[config.mk]
export PLATFORM = sky130hd
export DESIGN_NAME = drt_cell
export DESIGN_NICKNAME = d
export VERILOG_FILES = /design/src/dirty_rect_tracker_defines.svh /design/src/drt_pkg.sv /design/src/drt_cell.sv
export SDC_FILE = /design/constraint.sdc
export NUM_CORES = 1
export LEC_CHECK = 0
export ABC_AREA = 1
export BUFFER_PORTS_ARGS = -buffer_cell sky130_fd_sc_hd__buf_2
export CORE_UTILIZATION = 60
export CTS_CLUSTER_SIZE = 14
export DETAILED_ROUTE_END_ITERATION = 10
export MAX_ROUTING_LAYER = met4
export PLACE_DENSITY = 0.94
export SLEW_MARGIN = 20
export SYNTH_ARGS = -nofsm -noshare
export SYNTH_HDL_FRONTEND = slang
export SYNTH_SLANG_ARGS = --single-unit
[constraint.sdc]
create_clock -name clock -period 11.33 [get_ports clock]
set_clock_uncertainty 0.05 [all_clocks]
set_input_delay 0 -clock clock [delete_from_list [all_inputs] [get_ports clock]]
set_output_delay 0 -clock clock [all_outputs]
set_load 0.05 [all_outputs]
[src/dirty_rect_tracker_defines.svh]
// Assertion macros used by the dirty rectangle tracker top level.
`ifndef DIRTY_RECT_TRACKER_DEFINES_SVH
`define DIRTY_RECT_TRACKER_DEFINES_SVH
`ifndef SYNTHESIS
`define DRT_ASSERT_IMP(lbl, ante, cons) \
   lbl: assert property (@(posedge clock) disable iff (reset) (ante) |-> (cons)) \
      else $error("dirty rectangle tracker check failed");
`define DRT_ASSERT_NEXT(lbl, ante, cons) \
   lbl: assert property (@(posedge clock) disable iff (reset) (ante) |=> (cons)) \
      else $error("dirty rectangle tracker check failed");
`else
`define DRT_ASSERT_IMP(lbl, ante, cons)
`define DRT_ASSERT_NEXT(lbl, ante, cons)
`endif
`endif

[src/drt_pkg.sv]
// Types and constants shared by the dirty rectangle tracker.
package drt_pkg;
   localparam int MAX_RECTS       = 128;
   localparam int COORD_BITS      = 16;
   localparam int MAX_RECTS_LIMIT = 1024;
   localparam int REM_W           = $clog2(MAX_RECTS_LIMIT + 1);
   localparam int RADIUS_W        = 8;
   localparam int POS_W           = 16;
   localparam int SIZE_W          = 15;
   localparam int CSR_INDEX_W     = 3;
   localparam int CSR_DATA_W      = 16;
   localparam int ENTRY_COUNT_W   = 8;
   localparam int UNION_SIZE_W    = 16;

   typedef enum logic [CSR_INDEX_W-1:0] {
      CSR_RADIUS   = 3'd0,
      CSR_BOUNDS_X = 3'd1,
      CSR_BOUNDS_Y = 3'd2,
      CSR_BOUNDS_W = 3'd3,
      CSR_BOUNDS_H = 3'd4
   } csr_index_type;

   typedef enum logic [2:0] {
      ST_IDLE,
      ST_EXPAND,
      ST_CLIP,
      ST_SCAN_CHECK,
      ST_SCAN_UPDATE,
      ST_FINISH
   } state_type;

   typedef enum logic {
      OP_CHECK,
      OP_UPDATE
   } scan_op_type;

   typedef enum logic {
      MODE_MARK  = 1'b0,
      MODE_CLEAR = 1'b1
   } mode_type;

   typedef struct packed {
      logic             found;
      logic             pending;
      logic [REM_W-1:0] nrem;
   } carry_type;
endpackage

[src/drt_cell.sv]
// One table slot of the rectangle chain with its registered scan token and carry.
module drt_cell import drt_pkg::*; #(
   parameter int WB = 19
) (
   input  logic            clock,
   input  logic            reset,
   input  logic            clr,
   input  scan_op_type     op,
   input  logic [4*WB-1:0] nbox,
   input  logic            tok_in,
   input  carry_type       carry_in,
   output logic            tok_out,
   output carry_type       carry_out
);
   logic            valid_ff, valid_in;
   logic [4*WB-1:0] box_ff, box_in;
   logic            tok_ff;
   carry_type       carry_ff, carry_in_next;
   logic            enc_entry_n, enc_n_entry, rem, free_slot;
   logic signed [WB-1:0] el, et, er, eb, nl, nt, nr, nb;

   assign el = $signed(box_ff[WB-1:0]);
   assign et = $signed(box_ff[2*WB-1:WB]);
   assign er = $signed(box_ff[3*WB-1:2*WB]);
   assign eb = $signed(box_ff[4*WB-1:3*WB]);
   assign nl = $signed(nbox[WB-1:0]);
   assign nt = $signed(nbox[2*WB-1:WB]);
   assign nr = $signed(nbox[3*WB-1:2*WB]);
   assign nb = $signed(nbox[4*WB-1:3*WB]);

   assign enc_entry_n = (nl >= el) && (nt >= et) && (nr <= er) && (nb <= eb);
   assign enc_n_entry = (el >= nl) && (et >= nt) && (er <= nr) && (eb <= nb);
   assign rem         = valid_ff && enc_n_entry;
   assign free_slot   = !valid_ff || rem;

   always_comb begin
      valid_in      = valid_ff;
      box_in        = box_ff;
      carry_in_next = carry_in;
      if (clr) begin
         valid_in = 1'b0;
      end else if (tok_in) begin
         if (op == OP_CHECK) begin
            carry_in_next.found = carry_in.found | (valid_ff & enc_entry_n);
         end else begin
            if (rem) begin
               valid_in           = 1'b0;
               carry_in_next.nrem = carry_in.nrem + REM_W'(1);
            end
            if (free_slot && carry_in.pending) begin
               valid_in              = 1'b1;
               box_in                = nbox;
               carry_in_next.pending = 1'b0;
            end
         end
      end
   end

   always_ff @(posedge clock) begin
      if (reset) begin
         valid_ff <= 1'b0;
         tok_ff   <= 1'b0;
      end else begin
         valid_ff <= valid_in;
         tok_ff   <= tok_in;
      end
      box_ff   <= box_in;
      carry_ff <= carry_in_next;
   end

   assign tok_out   = tok_ff;
   assign carry_out = carry_ff;
endmodule

# Word-level counts from Yosys, hierarchy flattened
# Cells that the tools add are included.
op_classes:
  add_sub_neg: 1
  order_cmp: 8
  n_mux: 8
  bitwise_logic: 3
  reduce_logical: 14
op_table:
  columns: ["op", "count"]
  rows:
  - ["greater-or-equal comparator 19 bit", 4]
  - ["less-or-equal comparator 19 bit", 4]
  - ["2-to-1 mux 13 bit", 2]
  - ["2-to-1 mux 12 bit", 1]
  - ["adder 11 x 1 -> 11 bit, second input constant", 1]
  - ["2-to-1 mux 11 bit", 1]
  - ["logical AND 1 bit", 8]
  - ["2-to-1 mux 1 bit", 4]
  - ["AND reduction 4 bit", 1]
  - ["AND reduction 3 bit", 1]
  - ["nonzero test 2 bit", 1]
  - ["OR reduction 2 bit", 1]
  - ["AND 1 bit", 1]
  - ["zero test 1 bit", 1]
  - ["logical OR 1 bit", 1]
  - ["NOT 1 bit", 1]
  - ["OR 1 bit", 1]
word_totals:
  register_bits: 91
  in_bits: 94
  output_inout_bits: 14
  wordCells: 40

# Longest topological paths before layout
logic_depth:
  depth_word: 11
  ltp_mapped: 19
  depth_no_buf: 19

# Worst setup path after synthesis
# Ideal clock, no wire load.
synth_path:
  path_type: "register to register"
  start: "register box_ff[18]"
  end: "register box_ff[0], enable pin"
  setup_ns: 0.512
  t_arrival_ns: 4.898
  required_time_ns: 10.768
  setup_slack_ns: 5.870
  stages_incl_launch_ff: 16
  n_path_buf: 0
  period_less_slack_ns: 5.460
  cell_sequence: "edfxtp_1 ha_1 nand2_1 nor2_2 nand2_1 nor2_1 nand2_1 nand3_1 nand2_1 nand3_2 nand2_2 nor2_4 nand2_2 nand2_2 nand2_1 nor2_1"
synth_via:
  elab_chain_cells: 8
synth_lines:
  columns: ["element", "line", "text"]
  rows:
  - ["start, declared", "drt_cell.sv:16", "logic [4*WB-1:0] box_ff, box_in;"]
  - ["start signal, assigned", "drt_cell.sv:67", "box_ff <= box_in;"]
  - ["greater-or-equal comparator 19 bit", "drt_cell.sv:32", "assign enc_n_entry = (el >= nl) && (et >= nt) && (er <= nr) && (eb <= nb);"]
  - ["logical AND 1 bit (3 in a row)", "drt_cell.sv:32", null]
  - ["logical AND 1 bit", "drt_cell.sv:33", "assign rem = valid_ff && enc_n_entry;"]
  - ["logical OR 1 bit", "drt_cell.sv:34", "assign free_slot = !valid_ff || rem;"]
  - ["logical AND 1 bit", "drt_cell.sv:50", "if (free_slot && carry_in.pending) begin"]
  - ["AND reduction 4 bit (no source line)", null, null]
# No other way between the ends.
# A chain may end at the register's enable or synchronous reset.

# Worst setup path in the final report
layout_path:
  start: "register box_ff[63]"
  end: "register box_ff[15], enable pin"
layout_via:
  elab_chain_cells: 6
layout_lines:
  columns: ["element", "line"]
  rows:
  - ["less-or-equal comparator 19 bit", "drt_cell.sv:32"]
  - ["logical AND 1 bit", "drt_cell.sv:32"]
  - ["logical AND 1 bit", "drt_cell.sv:33"]
  - ["logical OR 1 bit", "drt_cell.sv:34"]
  - ["logical AND 1 bit", "drt_cell.sv:50"]
  - ["AND reduction 4 bit (no source line)", null]
# No other way between the ends.

==> reports/metrics.cfg <==
[outcome]
status = finished clean

[floorplanning]
rows = 34
start_util_pct = 61.7
dieArea_um2 = 9260
dieHeight_um = 96.2
die_x_um = 96.2
core_area_um2 = 8640
ios = 108

[logic_synthesis]
syn_area_um2 = 5330
syn-num-nets = 744
synth_seq_area_share_pct = 48.5
ys_seq_elements = 91
yosysWarnings = 0
avgSynthCellArea_um2 = 9.29
synth_cell_types = 26
synthCells = 573

[power]
finalPower_mw = 0.723
vdd_drop_max_uv = 87.4
p_per_area_nw_per_um2 = 101
power_leakage_nw = 3.54

[sta]
period_needed_ns = 3.96
tightest_slew_ns = 1.07
worst_slack_ns = 7.37
slew_headroom_pct = 28.2
maxClockFrequency_ghz = 0.253
rsz0062_at_grt = false
setup_viol = 0
hold_violations = 0
period_share_pct = 34.9
maxSlewViolCount = 0
setup_tns_ns = 0

[critical_path]
crit_path_top_delay_cell = nor2_4
crit_chain = ha_1, a21oi_1, o21ai_0, nand2_1, nand2_1, nand2_1, nand4_1, nand3b_1, nand2_2, nand2_2, nand2_1, nor2_4, buf_4
crit_path_end_kind = register
crit_required_ns = 11.30
start_kind = register
cp_max_fo = 39
critPathMaxStageDelay_ns = 0.82
regToRegSetupSlack_ns = 7.37
reg2reg_from = box_ff[63]
critPathKind = reg -> reg
crit_start = box_ff[63]
crit_path_frequent_cell = nand2_1
worstPathArrival_ns = 3.93

[cells_and_area]
nets = 956
drive_gt1_share_pct = 18.7
final_cell_mix = 131 x inv_1, 126 x nand2_1, 107 x buf_2
syn2layout_area_growth_pct = 33.8
nFillCells = 469
multi_input_area_um2 = 2250
antenna_cells = 0
ff_latch_area_um2 = 2580
final_common_cell = inv_1

[clock_tree]
htree_levels = 3
clockRootBuffer = clkbuf_8
clk_latency_ns = 0.38
numCtsBuffers = 9
cts_buffer_depth = 2
path_clk_slew_ns = 0.10
cts_tree = yes
clkSinkCount = 91
cts_resized = 0

[hold_path]
worstHoldStart = op
min_path_type = in -> reg

[global_route]
grt_pass1_wl_mm = 23.0
grt_max_degree = 40
grt_overflow = 0
gr-usage-met1_pct = 31.9
gr-usage-met3_pct = 10.4
grt_usage_pct = 34.4
busiest_layer = met2
grt_pass1_vias = 5250
antenna_found_initial = 0
gr-usage-met2_pct = 63.7

[detailed_routing]
drtPass1Iterations = 5
wl_per_cell_um = 16.1
via_per_inst = 5.34
drtIter0Drc = 209
drc = 0
ant_nets = 0
drt_wl_total_mm = 14.5
via_count = 4795

[placed_design]
port_buffers = 107
preCtsSetupSlack_ns = 7.45
finalWeightedCongestion = 0.852
hpwl_mm = 9.14

[job]
drv_cap = 0

## cells in the mapped netlist, drive strengths merged
cell,n,area (um2)
nor4,3,18.8
ha,77,963
nand2,135,529
inv,132,495
or2,3,18.8
edfxtp,76,2280
dfxtp,15,300
a21oi,29,145
nor3,8,40.0
o21ai,12,60.1
a21o,1,7.51
nand3,23,130
and2,1,6.26
nand4,13,81.3
nand3b,2,15.0
xnor2,4,35.0
o21a,1,7.51
xor2,1,8.76
nor2,37,180
## power breakdown
| part | switching, mW | internal (mW) |
|---|---|---|
| Clock | 0.131 | 0.0837 |
| Sequential | 0.00261 | 0.371 |
| Combinational | 0.0746 | 0.0606 |
| Total | 0.208 | 0.515 |
## kinds of logic (layout without fill, tap and decap cells)
group | Yosys count | after routing | synth area share [%]
AOI/OAI and AO/OA | 43 | 43 | 4.14
xor gates and xnor gates | 5 | 5 | 0.822
adders and majority gates | 77 | 77 | 18.1
buffers and inverters | 132 | 349 | 9.30
DFF | 91 | 91 | 48.5
and+or+nand+nor | 225 | 225 | 19.1
## state kept, by name, summed over array words and instances (netlist names)
signal and count:
box_ff 76, carry_out 13, tok_out 1, valid_ff 1
## metal layers
layer  part of all wire, %  vias up
met4                   3.3        0
met2                    55      213
met5                     0        -
met3                   5.9       60
li1                      -     2291
met1                    36     2231
## final timing paths
check / cells past startpoint / end
max: 13 / box_ff[15]
min: 4 / carry_out[11]
max reg2reg: 13 / box_ff[15]
min reg2reg: 2 / carry_out[11]
## worst max-delay path: cells and delay by family, from the launching register on
family / cells / cell delay, ns
buffers and inverters: 1 / 0.58
AO/OA/AOI/OAI: 2 / 0.47
flip-flops: 1 / 0.42
AND/OR/NAND/NOR: 9 / 1.70
adder cells (fa/ha/maj): 1 / 0.33
## layout make-up
cell class | instances | area share (%)
flip-flops and latches | 91 | 36.2
multi-input cells | 350 | 31.6
repair buffers | 201 | 20.7
inverters | 132 | 6.95
well taps | 108 | 1.90
clock buffers | 9 | 1.74
clock inverters | 7 | 0.825
## what timing repair did
| item | in CTS | in global routing |
|---|---|---|
| buffers inserted | 0 | 0 |
| hold buffers | 93 | 0 |
| endpoints found under the hold margin | 91 | 0 |
## through the flow
step	instance area, um2	cells	hold WS [ns]	util (%)
after global placement	6010	789	0.137	69.6
final	7120	898	0.118	82.5
after CTS	7120	898	0.102	82.5
after global routing	7120	898	0.160	82.5
after detailed placement	6010	789	0.143	69.6
after floorplan	5330	573	0.0224	-
No activity file was read; power rests on OpenSTA's default activity.
